==> src/dcf_pkg.sv <==
// Shared types and constants of the deduplicating counting queue.
`default_nettype none

package dcf_pkg;

    localparam int ACT_BITS = 2;
    localparam int POS_BITS = 4;
    localparam int ST_BITS  = 2;

    localparam logic [ACT_BITS-1:0] ACT_INSERT = 2'd0;
    localparam logic [ACT_BITS-1:0] ACT_REMOVE = 2'd1;
    localparam logic [ACT_BITS-1:0] ACT_PEEK   = 2'd2;
    localparam logic [ACT_BITS-1:0] ACT_NONE   = 2'd3;

    localparam logic [ST_BITS-1:0] ST_OK    = 2'd0;
    localparam logic [ST_BITS-1:0] ST_EMPTY = 2'd1;
    localparam logic [ST_BITS-1:0] ST_RANGE = 2'd2;
    localparam logic [ST_BITS-1:0] ST_FULL  = 2'd3;

    typedef enum logic [1:0] {
        S_IDLE,
        S_READ,
        S_SCAN,
        S_EMIT
    } t_state;

endpackage

`default_nettype wire

==> src/dcf_if.sv <==
// Request and response channel interfaces of the deduplicating counting queue.
`default_nettype none

interface dcf_req_if #(
    parameter int KEY_BITS = 32
);
    logic                         valid;
    logic                         ready;
    logic [dcf_pkg::ACT_BITS-1:0] action;
    logic [KEY_BITS-1:0]          key;
    logic [dcf_pkg::POS_BITS-1:0] position;

    modport source (output valid, action, key, position, input ready);
    modport sink   (input valid, action, key, position, output ready);
endinterface

interface dcf_rsp_if #(
    parameter int KEY_BITS   = 32,
    parameter int COUNT_BITS = 16,
    parameter int OCC_BITS   = 5
);
    logic                        valid;
    logic                        ready;
    logic [KEY_BITS-1:0]         out_key;
    logic [COUNT_BITS-1:0]       out_count;
    logic [OCC_BITS-1:0]         occupancy;
    logic [dcf_pkg::ST_BITS-1:0] status;
    logic                        was_new;

    modport source (output valid, out_key, out_count, occupancy, status, was_new, input ready);
    modport sink   (input valid, out_key, out_count, occupancy, status, was_new, output ready);
endinterface

`default_nettype wire

==> src/dcf_store.sv <==
// Key and count memories with one write port and one registered read port.
`default_nettype none

module dcf_store #(
    parameter int DEPTH      = 16,
    parameter int KEY_BITS   = 32,
    parameter int COUNT_BITS = 16,
    parameter int SLOT_BITS  = 4
) (
    input  wire logic                  i_clk,
    input  wire logic                  i_wr_en,
    input  wire logic [SLOT_BITS-1:0]  i_wr_addr,
    input  wire logic [KEY_BITS-1:0]   i_wr_key,
    input  wire logic [COUNT_BITS-1:0] i_wr_count,
    input  wire logic                  i_rd_en,
    input  wire logic [SLOT_BITS-1:0]  i_rd_addr,
    output logic      [KEY_BITS-1:0]   o_rd_key,
    output logic      [COUNT_BITS-1:0] o_rd_count
);

    logic [KEY_BITS-1:0]   r_key_mem   [DEPTH];
    logic [COUNT_BITS-1:0] r_count_mem [DEPTH];

    always_ff @(posedge i_clk) begin
        if (i_wr_en) begin
            r_key_mem[i_wr_addr]   <= i_wr_key;
            r_count_mem[i_wr_addr] <= i_wr_count;
        end
    end

    always_ff @(posedge i_clk) begin
        if (i_rd_en) begin
            o_rd_key   <= r_key_mem[i_rd_addr];
            o_rd_count <= r_count_mem[i_rd_addr];
        end
    end

endmodule

`default_nettype wire

==> src/dedup_counting_fifo.sv <==
// Deduplicating queue of keys with saturating occurrence counts per entry.
// An ignored action, an empty or range error, or an insert to an empty queue goes to S_EMIT.
// A remove or peek does one memory read in S_READ, then goes to the result stage S_EMIT.
// Other inserts scan in S_SCAN, reading one stored key a cycle until a match or the end.
// A finished result waits in the output register while the next item is taken.
// Synchronous active-low reset empties the queue; the memories are not cleared.
`default_nettype none

module dedup_counting_fifo #(
    parameter int DEPTH      = 16,
    parameter int KEY_BITS   = 32,
    parameter int COUNT_BITS = 16
) (
    input  wire logic i_clk,
    input  wire logic i_rst_n,
    dcf_req_if.sink   i_req,
    dcf_rsp_if.source o_rsp
);

    import dcf_pkg::*;

    localparam int SLOT_BITS = (DEPTH > 2) ? $clog2(DEPTH) : 1;
    localparam int OCC_BITS  = $clog2(DEPTH + 1);
    localparam int SUM_BITS  = ((SLOT_BITS > POS_BITS) ? SLOT_BITS : POS_BITS) + 1;

    t_state                r_state, n_state;
    logic [SLOT_BITS-1:0]  r_head, n_head;
    logic [OCC_BITS-1:0]   r_occ, n_occ;
    logic [OCC_BITS-1:0]   r_idx, n_idx;
    logic [SLOT_BITS-1:0]  r_slot, n_slot;
    logic [KEY_BITS-1:0]   r_key, n_key;
    logic                  r_is_remove, n_is_remove;

    logic [KEY_BITS-1:0]   r_res_key, n_res_key;
    logic [COUNT_BITS-1:0] r_res_count, n_res_count;
    logic [ST_BITS-1:0]    r_res_status, n_res_status;
    logic                  r_res_new, n_res_new;

    logic                  r_out_valid, n_out_valid;
    logic [KEY_BITS-1:0]   r_out_key, n_out_key;
    logic [COUNT_BITS-1:0] r_out_count, n_out_count;
    logic [OCC_BITS-1:0]   r_out_occ, n_out_occ;
    logic [ST_BITS-1:0]    r_out_status, n_out_status;
    logic                  r_out_new, n_out_new;

    logic                  wr_en;
    logic [SLOT_BITS-1:0]  wr_addr;
    logic [KEY_BITS-1:0]   wr_key;
    logic [COUNT_BITS-1:0] wr_count;
    logic                  rd_en;
    logic [SLOT_BITS-1:0]  rd_addr;
    logic [KEY_BITS-1:0]   rd_key;
    logic [COUNT_BITS-1:0] rd_count;

    logic                  in_ready;
    logic                  out_free;
    logic [SUM_BITS-1:0]   peek_sum;
    logic [SUM_BITS-1:0]   tail_sum;
    logic [SLOT_BITS-1:0]  peek_slot;
    logic [SLOT_BITS-1:0]  tail_slot;
    logic [SLOT_BITS-1:0]  slot_next;
    logic [SLOT_BITS-1:0]  head_next;
    logic [COUNT_BITS-1:0] count_inc;

    dcf_store #(
        .DEPTH      (DEPTH),
        .KEY_BITS   (KEY_BITS),
        .COUNT_BITS (COUNT_BITS),
        .SLOT_BITS  (SLOT_BITS)
    ) u_store (
        .i_clk      (i_clk),
        .i_wr_en    (wr_en),
        .i_wr_addr  (wr_addr),
        .i_wr_key   (wr_key),
        .i_wr_count (wr_count),
        .i_rd_en    (rd_en),
        .i_rd_addr  (rd_addr),
        .o_rd_key   (rd_key),
        .o_rd_count (rd_count)
    );

    always_comb begin
        peek_sum = SUM_BITS'(r_head) + SUM_BITS'(i_req.position);
        if (peek_sum >= SUM_BITS'(DEPTH)) begin
            peek_sum = peek_sum - SUM_BITS'(DEPTH);
        end
        tail_sum = SUM_BITS'(r_head) + SUM_BITS'(r_occ);
        if (tail_sum >= SUM_BITS'(DEPTH)) begin
            tail_sum = tail_sum - SUM_BITS'(DEPTH);
        end
    end

    assign peek_slot = peek_sum[SLOT_BITS-1:0];
    assign tail_slot = tail_sum[SLOT_BITS-1:0];
    assign slot_next = (r_slot == SLOT_BITS'(DEPTH - 1)) ? '0 : r_slot + 1'b1;
    assign head_next = (r_head == SLOT_BITS'(DEPTH - 1)) ? '0 : r_head + 1'b1;
    assign count_inc = (rd_count == {COUNT_BITS{1'b1}}) ? rd_count : rd_count + 1'b1;
    assign out_free  = !r_out_valid || o_rsp.ready;

    always_comb begin
        n_state      = r_state;
        n_head       = r_head;
        n_occ        = r_occ;
        n_idx        = r_idx;
        n_slot       = r_slot;
        n_key        = r_key;
        n_is_remove  = r_is_remove;
        n_res_key    = r_res_key;
        n_res_count  = r_res_count;
        n_res_status = r_res_status;
        n_res_new    = r_res_new;
        n_out_valid  = r_out_valid && !o_rsp.ready;
        n_out_key    = r_out_key;
        n_out_count  = r_out_count;
        n_out_occ    = r_out_occ;
        n_out_status = r_out_status;
        n_out_new    = r_out_new;
        in_ready     = 1'b0;
        wr_en        = 1'b0;
        wr_addr      = r_slot;
        wr_key       = r_key;
        wr_count     = COUNT_BITS'(1);
        rd_en        = 1'b0;
        rd_addr      = r_head;

        unique case (r_state)
            S_IDLE: begin
                in_ready = 1'b1;
                if (i_req.valid) begin
                    n_key        = i_req.key;
                    n_res_key    = '0;
                    n_res_count  = '0;
                    n_res_status = ST_OK;
                    n_res_new    = 1'b0;
                    n_state      = S_EMIT;
                    unique case (i_req.action)
                        ACT_INSERT: begin
                            if (r_occ == '0) begin
                                wr_en       = 1'b1;
                                wr_addr     = r_head;
                                wr_key      = i_req.key;
                                n_occ       = OCC_BITS'(1);
                                n_res_count = COUNT_BITS'(1);
                                n_res_new   = 1'b1;
                            end else begin
                                rd_en   = 1'b1;
                                rd_addr = r_head;
                                n_slot  = r_head;
                                n_idx   = '0;
                                n_state = S_SCAN;
                            end
                        end
                        ACT_REMOVE: begin
                            if (r_occ == '0) begin
                                n_res_status = ST_EMPTY;
                            end else begin
                                rd_en       = 1'b1;
                                rd_addr     = r_head;
                                n_is_remove = 1'b1;
                                n_state     = S_READ;
                            end
                        end
                        ACT_PEEK: begin
                            if (r_occ == '0) begin
                                n_res_status = ST_EMPTY;
                            end else if (SUM_BITS'(i_req.position) >= SUM_BITS'(r_occ)) begin
                                n_res_status = ST_RANGE;
                            end else begin
                                rd_en       = 1'b1;
                                rd_addr     = peek_slot;
                                n_is_remove = 1'b0;
                                n_state     = S_READ;
                            end
                        end
                        ACT_NONE: begin
                            n_res_status = ST_OK;
                        end
                    endcase
                end
            end
            S_READ: begin
                n_res_key   = rd_key;
                n_res_count = rd_count;
                if (r_is_remove) begin
                    n_head = head_next;
                    n_occ  = r_occ - 1'b1;
                end
                n_state = S_EMIT;
            end
            S_SCAN: begin
                priority if (rd_key == r_key) begin
                    wr_en       = 1'b1;
                    wr_addr     = r_slot;
                    wr_count    = count_inc;
                    n_res_count = count_inc;
                    n_state     = S_EMIT;
                end else if (r_idx + 1'b1 == r_occ) begin
                    if (r_occ == OCC_BITS'(DEPTH)) begin
                        n_res_status = ST_FULL;
                    end else begin
                        wr_en       = 1'b1;
                        wr_addr     = tail_slot;
                        n_occ       = r_occ + 1'b1;
                        n_res_count = COUNT_BITS'(1);
                        n_res_new   = 1'b1;
                    end
                    n_state = S_EMIT;
                end else begin
                    n_idx   = r_idx + 1'b1;
                    n_slot  = slot_next;
                    rd_en   = 1'b1;
                    rd_addr = slot_next;
                end
            end
            S_EMIT: begin
                if (out_free) begin
                    n_out_valid  = 1'b1;
                    n_out_key    = r_res_key;
                    n_out_count  = r_res_count;
                    n_out_occ    = r_occ;
                    n_out_status = r_res_status;
                    n_out_new    = r_res_new;
                    n_state      = S_IDLE;
                end
            end
            default: begin
                n_state = S_IDLE;
            end
        endcase
    end

    always_ff @(posedge i_clk) begin
        if (!i_rst_n) begin
            r_state     <= S_IDLE;
            r_head      <= '0;
            r_occ       <= '0;
            r_out_valid <= 1'b0;
        end else begin
            r_state     <= n_state;
            r_head      <= n_head;
            r_occ       <= n_occ;
            r_out_valid <= n_out_valid;
        end
    end

    always_ff @(posedge i_clk) begin
        r_idx        <= n_idx;
        r_slot       <= n_slot;
        r_key        <= n_key;
        r_is_remove  <= n_is_remove;
        r_res_key    <= n_res_key;
        r_res_count  <= n_res_count;
        r_res_status <= n_res_status;
        r_res_new    <= n_res_new;
        r_out_key    <= n_out_key;
        r_out_count  <= n_out_count;
        r_out_occ    <= n_out_occ;
        r_out_status <= n_out_status;
        r_out_new    <= n_out_new;
    end

    assign i_req.ready     = in_ready;
    assign o_rsp.valid     = r_out_valid;
    assign o_rsp.out_key   = r_out_key;
    assign o_rsp.out_count = r_out_count;
    assign o_rsp.occupancy = r_out_occ;
    assign o_rsp.status    = r_out_status;
    assign o_rsp.was_new   = r_out_new;

    a_occ_bound: assert property (@(posedge i_clk) disable iff (!i_rst_n)
        r_occ <= OCC_BITS'(DEPTH))
        else $error("Occupancy exceeds the queue depth.");

    a_scan_idx: assert property (@(posedge i_clk) disable iff (!i_rst_n)
        (r_state == S_SCAN) |-> (r_idx < r_occ))
        else $error("Scan index runs past the stored entries.");

    a_write_ends: assert property (@(posedge i_clk) disable iff (!i_rst_n)
        wr_en |=> (r_state == S_EMIT))
        else $error("A memory write did not finish the item.");

    a_new_entry: assert property (@(posedge i_clk) disable iff (!i_rst_n)
        (r_out_valid && r_out_new) |->
            (r_out_status == ST_OK && r_out_count == COUNT_BITS'(1) && r_out_occ != '0))
        else $error("A new entry result carries inconsistent fields.");

    a_first_insert: assert property (@(posedge i_clk) disable iff (!i_rst_n)
        (i_req.valid && in_ready && i_req.action == ACT_INSERT && r_occ == '0)
            |=> (r_occ == OCC_BITS'(1)))
        else $error("Insert into an empty queue did not append.");

endmodule

`default_nettype wire

==> src/flat_wrapper.sv <==
// flat-port wrapper written by rule: the top's interface ports become plain ports
module dedup_counting_fifo_flat import dcf_pkg::*;
#(
    parameter int DEPTH      = 16,
    parameter int KEY_BITS   = 32,
    parameter int COUNT_BITS = 16
)
  (i_clk, i_rst_n, i_req_valid, i_req_action, i_req_key, i_req_position, i_req_ready, o_rsp_valid, o_rsp_out_key, o_rsp_out_count, o_rsp_occupancy, o_rsp_status, o_rsp_was_new, o_rsp_ready);
  dcf_req_if #(.KEY_BITS(KEY_BITS)) i_req_i ();
  dcf_rsp_if #(.KEY_BITS(KEY_BITS), .COUNT_BITS(COUNT_BITS)) o_rsp_i ();
  input  wire logic i_clk;
  input  wire logic i_rst_n;
  input wire logic [$bits(i_req_i.valid)-1:0] i_req_valid;
  input wire logic [$bits(i_req_i.action)-1:0] i_req_action;
  input wire logic [$bits(i_req_i.key)-1:0] i_req_key;
  input wire logic [$bits(i_req_i.position)-1:0] i_req_position;
  output wire logic [$bits(i_req_i.ready)-1:0] i_req_ready;
  output wire logic [$bits(o_rsp_i.valid)-1:0] o_rsp_valid;
  output wire logic [$bits(o_rsp_i.out_key)-1:0] o_rsp_out_key;
  output wire logic [$bits(o_rsp_i.out_count)-1:0] o_rsp_out_count;
  output wire logic [$bits(o_rsp_i.occupancy)-1:0] o_rsp_occupancy;
  output wire logic [$bits(o_rsp_i.status)-1:0] o_rsp_status;
  output wire logic [$bits(o_rsp_i.was_new)-1:0] o_rsp_was_new;
  input wire logic [$bits(o_rsp_i.ready)-1:0] o_rsp_ready;
  assign i_req_i.valid = i_req_valid;
  assign i_req_i.action = i_req_action;
  assign i_req_i.key = i_req_key;
  assign i_req_i.position = i_req_position;
  assign i_req_ready = i_req_i.ready;
  assign o_rsp_valid = o_rsp_i.valid;
  assign o_rsp_out_key = o_rsp_i.out_key;
  assign o_rsp_out_count = o_rsp_i.out_count;
  assign o_rsp_occupancy = o_rsp_i.occupancy;
  assign o_rsp_status = o_rsp_i.status;
  assign o_rsp_was_new = o_rsp_i.was_new;
  assign o_rsp_i.ready = o_rsp_ready;
  dedup_counting_fifo #(.DEPTH(DEPTH), .KEY_BITS(KEY_BITS), .COUNT_BITS(COUNT_BITS)) u_core (.i_clk(i_clk), .i_rst_n(i_rst_n), .i_req(i_req_i), .o_rsp(o_rsp_i));
endmodule
==> config.mk <==
export PLATFORM = sky130hd
export DESIGN_NAME = dedup_counting_fifo_flat
export DESIGN_NICKNAME = d
export VERILOG_FILES = /design/src/dcf_pkg.sv /design/src/dcf_if.sv /design/src/dcf_store.sv /design/src/dedup_counting_fifo.sv /design/src/flat_wrapper.sv
export SDC_FILE = /design/constraint.sdc
export NUM_CORES = 1
export LEC_CHECK = 0
export ABC_AREA = 1
export BUFFER_PORTS_ARGS = -buffer_cell sky130_fd_sc_hd__buf_2
export CORE_AREA = 4 4 398 282
export DETAILED_ROUTE_END_ITERATION = 8
export DIE_AREA = 0 0 402 286
export SKIP_LAST_GASP = 1
export SLEW_MARGIN = 25
export SYNTH_ARGS = -nofsm -noshare
export SYNTH_HDL_FRONTEND = slang
export SYNTH_SLANG_ARGS = --single-unit
==> constraint.sdc <==
create_clock -name i_clk -period 8.12 [get_ports i_clk]
set_input_delay 2.436 -clock i_clk [delete_from_list [all_inputs] [get_ports i_clk]]
set_output_delay 2.436 -clock i_clk [all_outputs]
set_load 0.01 [all_outputs]
==> results of run 1 <==
==> per-layer routing <==
layer,GRT usage,vias up
met5,0,-
met4,0.0486,4
met3,0.0352,175
met2,0.302,1088
met1,0.279,13700
li1,-,13500
==> cell type report <==
type / count / share of cell area
multi-input combinational: 2137 / 0.220
clock buffer: 135 / 0.0558
clock inverter: 54 / 0.00887
timing repair buffer: 167 / 0.0277
inverter: 624 / 0.0483
tap: 1442 / 0.0372
sequential: 977 / 0.602
antenna: 2 / 0.000103
==> worst max path at each step <==
stage,from,endpoint,slack (ns),depth (start not counted)
2_1_floorplan,i_req_valid,u_core.u_store.r_count_mem[3][0]$_DFFE_PP_,1.59,8
3_3_place_gp,i_req_position[3],u_core.u_store.o_rd_key[2]$_DFFE_PP_,2.03,19
3_5_place_dp,i_req_position[3],u_core.u_store.o_rd_count[7]$_DFFE_PP_,2.01,19
4_1_cts,i_req_position[0],u_core.u_store.o_rd_count[7]$_DFFE_PP_,2.70,21
5_1_grt,i_req_position[0],u_core.u_store.o_rd_count[7]$_DFFE_PP_,2.35,21
6_report,i_req_position[3],u_core.u_store.o_rd_count[7]$_DFFE_PP_,2.62,19
==> power by group <==
part | total, mW | switching [mW] | leakage, nW | internal [mW]
logic | 7.77 | 5.62 | 8.74 | 2.15
registers | 6.76 | 0.328 | 9.34 | 6.44
clock network | 4.41 | 1.96 | 1.53 | 2.46
total | 18.9 | 7.90 | 19.6 | 11.0
==> layout by cell type, fill, tap and decap left out, drive strengths merged, types with 3 or more instances in the layout <==
| cell | n |
|---|---|
| dfxtp | 12 |
| clkinv | 45 |
| nand4 | 10 |
| o31ai | 3 |
| o21a | 10 |
| o21ai | 34 |
| inv | 628 |
| nand3b | 97 |
| a21oi | 59 |
| fa | 3 |
| edfxtp | 965 |
| buf | 167 |
| o211ai | 3 |
| clkbuf | 135 |
| nand2 | 827 |
| nand3 | 896 |
| xnor2 | 28 |
| bufinv | 3 |
| nor3 | 9 |
| ha | 26 |
| xor2 | 4 |
| mux2 | 23 |
| nor2 | 89 |
==> cells by family (layout without fill, tap and decap cells) <==
family / count (synthesis) / count (layout) / synth area share
other: 0 / 2 / 0
DFF: 977 / 977 / 0.678
muxes: 23 / 23 / 0.00601
buffers and inverters: 837 / 980 / 0.0793
xor gates and xnor gates: 32 / 32 / 0.00651
AOI/OAI and AO/OA: 120 / 120 / 0.0162
and+or+nand+nor: 1933 / 1933 / 0.205
adders and majority gates: 29 / 29 / 0.00895
==> state kept, by name (all words and copies together), names as in the netlist, 4 cells and up <==
register	cells
u_core.r_res_count	16
u_core.r_res_key	32
u_core.o_rsp.out_count	16
u_core.u_store.r_key_mem	512
u_core.u_store.r_count_mem	256
u_core.u_store.o_rd_count	16
u_core.r_occ	5
u_core.r_slot	4
u_core.r_idx	5
u_core.o_rsp.occupancy	5
u_core.r_head	4
u_core.o_rsp.out_key	32
u_core.r_key	32
u_core.u_store.o_rd_key	32
==> stage by stage <==
step | hold slack (ns) | cell area (sq um) | util | power, mW
3_5_place_dp | 0.405 | 45300 | 0.419 | 14.6
3_3_place_gp | 0.404 | 45200 | 0.418 | 14.5
5_1_grt | 0.414 | 48500 | 0.449 | 20.2
4_1_cts | 0.405 | 48500 | 0.448 | 19.0
2_1_floorplan | 0.400 | 43100 | - | 12.3
6_report | 0.403 | 48500 | 0.449 | 18.9
==> cell usage after synthesis (2+ instances only) <==
| library cell | count | area (sq um) |
|---|---|---|
| sky130_fd_sc_hd__ha_1 | 26 | 325 |
| sky130_fd_sc_hd__inv_2 | 7 | 26.3 |
| sky130_fd_sc_hd__buf_1 | 12 | 45.0 |
| sky130_fd_sc_hd__dfxtp_1 | 12 | 240 |
| sky130_fd_sc_hd__nand3_1 | 892 | 4460 |
| sky130_fd_sc_hd__fa_1 | 3 | 60.1 |
| sky130_fd_sc_hd__o31ai_1 | 3 | 22.5 |
| sky130_fd_sc_hd__nor4_1 | 2 | 12.5 |
| sky130_fd_sc_hd__nand2_1 | 826 | 3100 |
| sky130_fd_sc_hd__a21oi_1 | 58 | 290 |
| sky130_fd_sc_hd__inv_1 | 616 | 2310 |
| sky130_fd_sc_hd__or2_2 | 2 | 12.5 |
| sky130_fd_sc_hd__o21ai_0 | 31 | 155 |
| sky130_fd_sc_hd__a211oi_1 | 2 | 15.0 |
| sky130_fd_sc_hd__o221ai_1 | 2 | 17.5 |
| sky130_fd_sc_hd__clkbuf_1 | 57 | 214 |
| sky130_fd_sc_hd__nand3_2 | 4 | 40.0 |
| sky130_fd_sc_hd__xor2_1 | 4 | 35.0 |
| sky130_fd_sc_hd__o21ai_2 | 2 | 17.5 |
| sky130_fd_sc_hd__o21a_1 | 10 | 75.1 |
| sky130_fd_sc_hd__edfxtp_1 | 965 | 29000 |
| sky130_fd_sc_hd__nor2_1 | 86 | 323 |
| sky130_fd_sc_hd__nor2_2 | 2 | 12.5 |
| sky130_fd_sc_hd__xnor2_1 | 28 | 245 |
| sky130_fd_sc_hd__nand4_1 | 10 | 62.6 |
| sky130_fd_sc_hd__buf_2 | 107 | 536 |
| sky130_fd_sc_hd__nand3b_1 | 97 | 728 |
| sky130_fd_sc_hd__o211ai_1 | 3 | 22.5 |
| sky130_fd_sc_hd__buf_4 | 37 | 278 |
| sky130_fd_sc_hd__nor3_1 | 9 | 45.0 |
| sky130_fd_sc_hd__mux2_2 | 23 | 259 |
==> results.json, run 1 <==
{
  "max_slew.worst_pin.slew_ns": 1.11,
  "path_common_cell": "sky130_fd_sc_hd__nand2_1",
  "ys_seq_elements": 977,
  "groute.usage.overall": 0.193,
  "async_flop_share": 0,
  "whs_endpoint": "u_core.o_rsp.out_count[15]$_DFFE_PP_",
  "layout-drive-gt1-share": 0.0933,
  "timing.max_cap.violations": 0,
  "cp_max_fo": 96,
  "cts_max_level": 3,
  "grt_antenna_before_repair": 5,
  "min_period_ns": 5.50,
  "post-route-drc-count": 0,
  "worst_setup_path_start_kind": "primary input",
  "pin_count_of_the_biggest_net_entering_global_routing": 216,
  "criticalPathCategory": "in -> reg",
  "postRouteWirelength_mm": 113,
  "worstSkewPairLatency_ns": 0.69,
  "rsz0062_at_grt": "no",
  "area_of_the_multi_input_gates_sq_mm": 0.0107,
  "post-place-cells": 5344,
  "static-leakage-power_nw": 19.6,
  "grt_pass1_vias": 26400,
  "postSynthNetCount": 4022,
  "start_util": 0.398,
  "synth-warning-count": 0,
  "yosysSeqAreaShare": 0.678,
  "status": "completed",
  "cts_made_buffers": 102,
  "holdCritStartpoint": "u_core.r_res_count[15]$_DFFE_PP_",
  "synth.avg_cell_area_sq_um": 10.9,
  "via_count": 28400,
  "final_antenna_net_count": 0,
  "vias_per_cell": 5.14,
  "timing.hold.worst_path_depth": 0,
  "arrival_ns": 5.91,
  "globalplace.congestion": 0.823,
  "fillcell_total": 10000,
  "grt_first_pass_wirelength_mm": 170,
  "routed.top_layer": "met5",
  "r2r.worst_path.cells": 14,
  "route.met3.wl_mm": 8.90,
  "r2r_start": "u_core.u_store.o_rd_key[26]$_DFFE_PP_",
  "die-height_um": 286,
  "synth-main-ff-cell": "sky130_fd_sc_hd__edfxtp_1",
  "finClkSkew_ns": 0.0332,
  "post_cts_hold_buffer_count": 0,
  "tritoncts": "built",
  "number_of_enable_flip_flop_cells_after_synthesis": 965,
  "layout.area.seq_sq_mm": 0.0292,
  "core_region_area_sq_mm": 0.108,
  "placement.setup.worst_slack_ns": 2.01,
  "post-route-period-util": 0.677,
  "max-vdd-ir-drop_mv": 0.486,
  "wl_met1_mm": 50.4,
  "clock_sinks": 977,
  "final_setup_violation_count": 0,
  "grt_overflow_total": 0,
  "detailedRoute.firstPassIterationCount": 5,
  "setup_ws_ns": 2.62,
  "cp.buffers_inverters": 4,
  "layout-area-overhead-vs-synth_pct": 12.7,
  "number_of_drc_violations_after_detailed_routing_iteration_0": 2771,
  "floorplan.die_area_sq_mm": 0.115,
  "netlist-cell-type-count": 44,
  "netlist_instances": 3951,
  "cts.root.buffer_cell": "sky130_fd_sc_hd__clkbuf_16",
  "max_stage_delay_ns": 0.78,
  "cts.repair.resized": 0,
  "crit_family": "simple AND/OR/NAND/NOR gates",
  "max-clock-path-buffers": 3,
  "row_count": 101,
  "critical_path.cell_chain": "buf_2 > ha_1 > inv_1 > nor2_1 > nand2_1 > nand2_1 > nor2_4 > nand4_1 > nand3_1 > nand2_1 > inv_2 > nand3_4 > nand2_8 > buf_12 > nand2_1 > nand3_1 > nand3_1 > nand3_1 > nand2_1",
  "placement.io_buffers": 99,
  "netlist_area_sq_mm": 0.0431,
  "io_pins": 100,
  "worstReg2RegEnd": "u_core.u_store.r_key_mem[13][1]$_DFFE_PP_",
  "clk_transition_reported_paths_ns": 0.06,
  "crit_path_top_delay_cell": "sky130_fd_sc_hd__nand2_8",
  "cp-end-kind": "flop",
  "reg2reg_setup_slack_ns": 2.87,
  "design.final.nets": 4080,
  "worst_slew_margin_rel": 0.261,
  "postCtsSetupBuffers": 0,
  "final_max_slew_viols": 0,
  "tns_ns": 0,
  "final_cell_count_no_fill": 5538,
  "worst_hold_path_type": "reg -> reg",
  "power_density_mw_per_mm2": 390,
  "worst_ep_required_time_ns": 8.53,
  "hold_viol_final": 0,
  "die_width_um": 402,
  "fmaxAchievable_mhz": 182,
  "route.detailed.wl_per_inst_um": 20.4,
  "dr_wl_met2_mm": 51.3,
  "place_hpwl_mm": 58.2
}
Note: power is estimated with default switching activity, not from simulation.
==> run 2, diff against run 1 <==
- clock period: 8.12 -> 4.4 ns (I/O delays scaled with it)
==> results.json, run 2 (synthesis gave the netlist of run 1 again) <==
{
  "vias_per_cell": 5.15,
  "setup_ws_ns": 0.232,
  "route.detailed.wl_per_inst_um": 20.5,
  "globalplace.congestion": 0.858,
  "cp.buffers_inverters": 3,
  "finClkSkew_ns": 0.0517,
  "wl_met1_mm": 52.5,
  "cts_max_level": 3,
  "crit_family": "simple AND/OR/NAND/NOR gates",
  "die-height_um": 286,
  "cp_max_fo": 12,
  "final_antenna_net_count": 0,
  "groute.usage.overall": 0.196,
  "power_density_mw_per_mm2": 743,
  "postRouteWirelength_mm": 115,
  "grt_overflow_total": 0,
  "grt_first_pass_wirelength_mm": 173,
  "clock_sinks": 977,
  "final_setup_violation_count": 0,
  "post_cts_hold_buffer_count": 0,
  "rsz0062_at_grt": "no",
  "design.final.nets": 4134,
  "placement.io_buffers": 99,
  "most_frequent_cells_in_the_layout": "965 x sky130_fd_sc_hd__edfxtp_1, 892 x sky130_fd_sc_hd__nand3_1, 821 x sky130_fd_sc_hd__nand2_1, 615 x sky130_fd_sc_hd__inv_1, 99 x sky130_fd_sc_hd__buf_2",
  "post-route-period-util": 0.947,
  "timing.max_cap.violations": 0,
  "io_pins": 100,
  "crit_path_top_delay_cell": "sky130_fd_sc_hd__nor2_4",
  "tritoncts": "built",
  "start_util": 0.398,
  "hold_viol_final": 0,
  "max-clock-path-buffers": 3,
  "detailedRoute.firstPassIterationCount": 5,
  "cts.repair.resized": 0,
  "cts_made_buffers": 97,
  "worst_slew_margin_rel": 0.474,
  "core_region_area_sq_mm": 0.108,
  "placement.setup.worst_slack_ns": 0.103,
  "layout-drive-gt1-share": 0.108,
  "worst_hold_path_type": "reg -> reg",
  "path_common_cell": "sky130_fd_sc_hd__nand2_1",
  "max_slew.worst_pin.slew_ns": 0.789,
  "max_stage_delay_ns": 0.55,
  "arrival_ns": 4.53,
  "pin_count_of_the_biggest_net_entering_global_routing": 145,
  "final_max_slew_viols": 0,
  "floorplan.die_area_sq_mm": 0.115,
  "die_width_um": 402,
  "worst_ep_required_time_ns": 4.77,
  "max-vdd-ir-drop_mv": 0.705,
  "worstSkewPairLatency_ns": 0.70,
  "grt_antenna_before_repair": 6,
  "critical_path.cell_chain": "xnor2_1 > nand2_1 > nor2_1 > nand2_1 > nor2_1 > nand2_1 > inv_1 > nor2_1 > inv_1 > a21oi_1 > o21ai_0 > nand2_1 > nor2_1 > nand2_1 > nor2_4 > buf_12",
  "place_hpwl_mm": 62.6,
  "fmaxAchievable_mhz": 240,
  "worst_setup_path_start_kind": "flop",
  "row_count": 101,
  "min_period_ns": 4.17,
  "route.met3.wl_mm": 8.63,
  "tns_ns": 0,
  "static-leakage-power_nw": 20.1,
  "status": "completed",
  "dr_wl_met2_mm": 51.3,
  "criticalPathCategory": "reg -> reg",
  "number_of_drc_violations_after_detailed_routing_iteration_0": 3504,
  "cts.root.buffer_cell": "sky130_fd_sc_hd__clkbuf_16",
  "clk_transition_reported_paths_ns": 0.06,
  "largest_register_ff_count": 512,
  "cp-end-kind": "flop",
  "via_count": 28800,
  "postCtsSetupBuffers": 0,
  "most_common_cell_after_layout_fill_and_taps_aside": "sky130_fd_sc_hd__edfxtp_1",
  "grt_pass1_vias": 27100,
  "layout-area-overhead-vs-synth_pct": 15.0,
  "post-route-drc-count": 0,
  "reg.largest.list": "u_core.u_store.r_key_mem: 512 flops, u_core.u_store.r_count_mem: 256 flops",
  "routed.top_layer": "met5",
  "top_register": "u_core.u_store.r_key_mem"
}
==> run 2: area by class of cell <==
class                      count  area (sq um)
antenna                        3          7.51
clock buffer                 115          2490
clock inverter                68           802
fill                        9825         58600
inverter                     624          2340
multi-input combinational   2137         10700
sequential                   977         29200
tap                         1442          1800
timing repair buffer         226          2210
==> run 2: per-layer routing <==
metal / track usage / vias to the layer above
met5: 0 / -
met4: 0.0461 / 4
li1: - / 13600
met2: 0.304 / 1068
met1: 0.290 / 14000
met3: 0.0327 / 169
==> run 2: worst paths after layout <==
check,startpoint,to,slack (ns),depth (start not counted)
worst max-delay path,u_core.u_store.o_rd_key[0]$_DFFE_PP_,u_core.u_store.r_key_mem[6][14]$_DFFE_PP_,0.23,16
worst min-delay path,u_core.r_res_key[26]$_SDFFCE_PN0P_,u_core.o_rsp.out_key[26]$_DFFE_PP_,0.42,0
worst max register to register,u_core.u_store.o_rd_key[0]$_DFFE_PP_,u_core.u_store.r_key_mem[6][14]$_DFFE_PP_,0.23,16
worst min register to register,u_core.r_res_key[26]$_SDFFCE_PN0P_,u_core.o_rsp.out_key[26]$_DFFE_PP_,0.42,0
==> run 2: worst reg2reg max path, stage by stage (launching register included) <==
cell                       delay (ns)
sky130_fd_sc_hd__edfxtp_1        0.51
sky130_fd_sc_hd__xnor2_1         0.37
sky130_fd_sc_hd__nand2_1         0.22
sky130_fd_sc_hd__nor2_1          0.13
sky130_fd_sc_hd__nand2_1         0.17
sky130_fd_sc_hd__nor2_1          0.13
sky130_fd_sc_hd__nand2_1         0.25
sky130_fd_sc_hd__inv_1           0.25
sky130_fd_sc_hd__nor2_1          0.10
sky130_fd_sc_hd__inv_1           0.15
sky130_fd_sc_hd__a21oi_1         0.08
sky130_fd_sc_hd__o21ai_0         0.10
sky130_fd_sc_hd__nand2_1         0.07
sky130_fd_sc_hd__nor2_1          0.22
sky130_fd_sc_hd__nand2_1         0.30
sky130_fd_sc_hd__nor2_4          0.55
sky130_fd_sc_hd__buf_12          0.24
==> run 2: report_power, final <==
group,total [mW],internal (mW),switching [mW],leakage [nW]
clock network,8.64,4.97,3.67,1.61
logic,15.7,4.90,10.8,9.15
registers,12.5,11.9,0.592,9.34
==> run 2: per-stage QoR <==
stage / hold WS, ns / cell area [sq um] / power, mW / instances / utilization
detailed placement: 0.405 / 46200 / 28.3 / 5406 / 0.427
global route: 0.423 / 49500 / 39.0 / 5590 / 0.458
CTS: 0.420 / 49500 / 37.0 / 5589 / 0.458
floorplan: 0.400 / 43200 / 22.8 / 3951 / -
finish: 0.416 / 49600 / 36.8 / 5592 / 0.458
global placement: 0.402 / 46200 / 28.2 / 5406 / 0.427
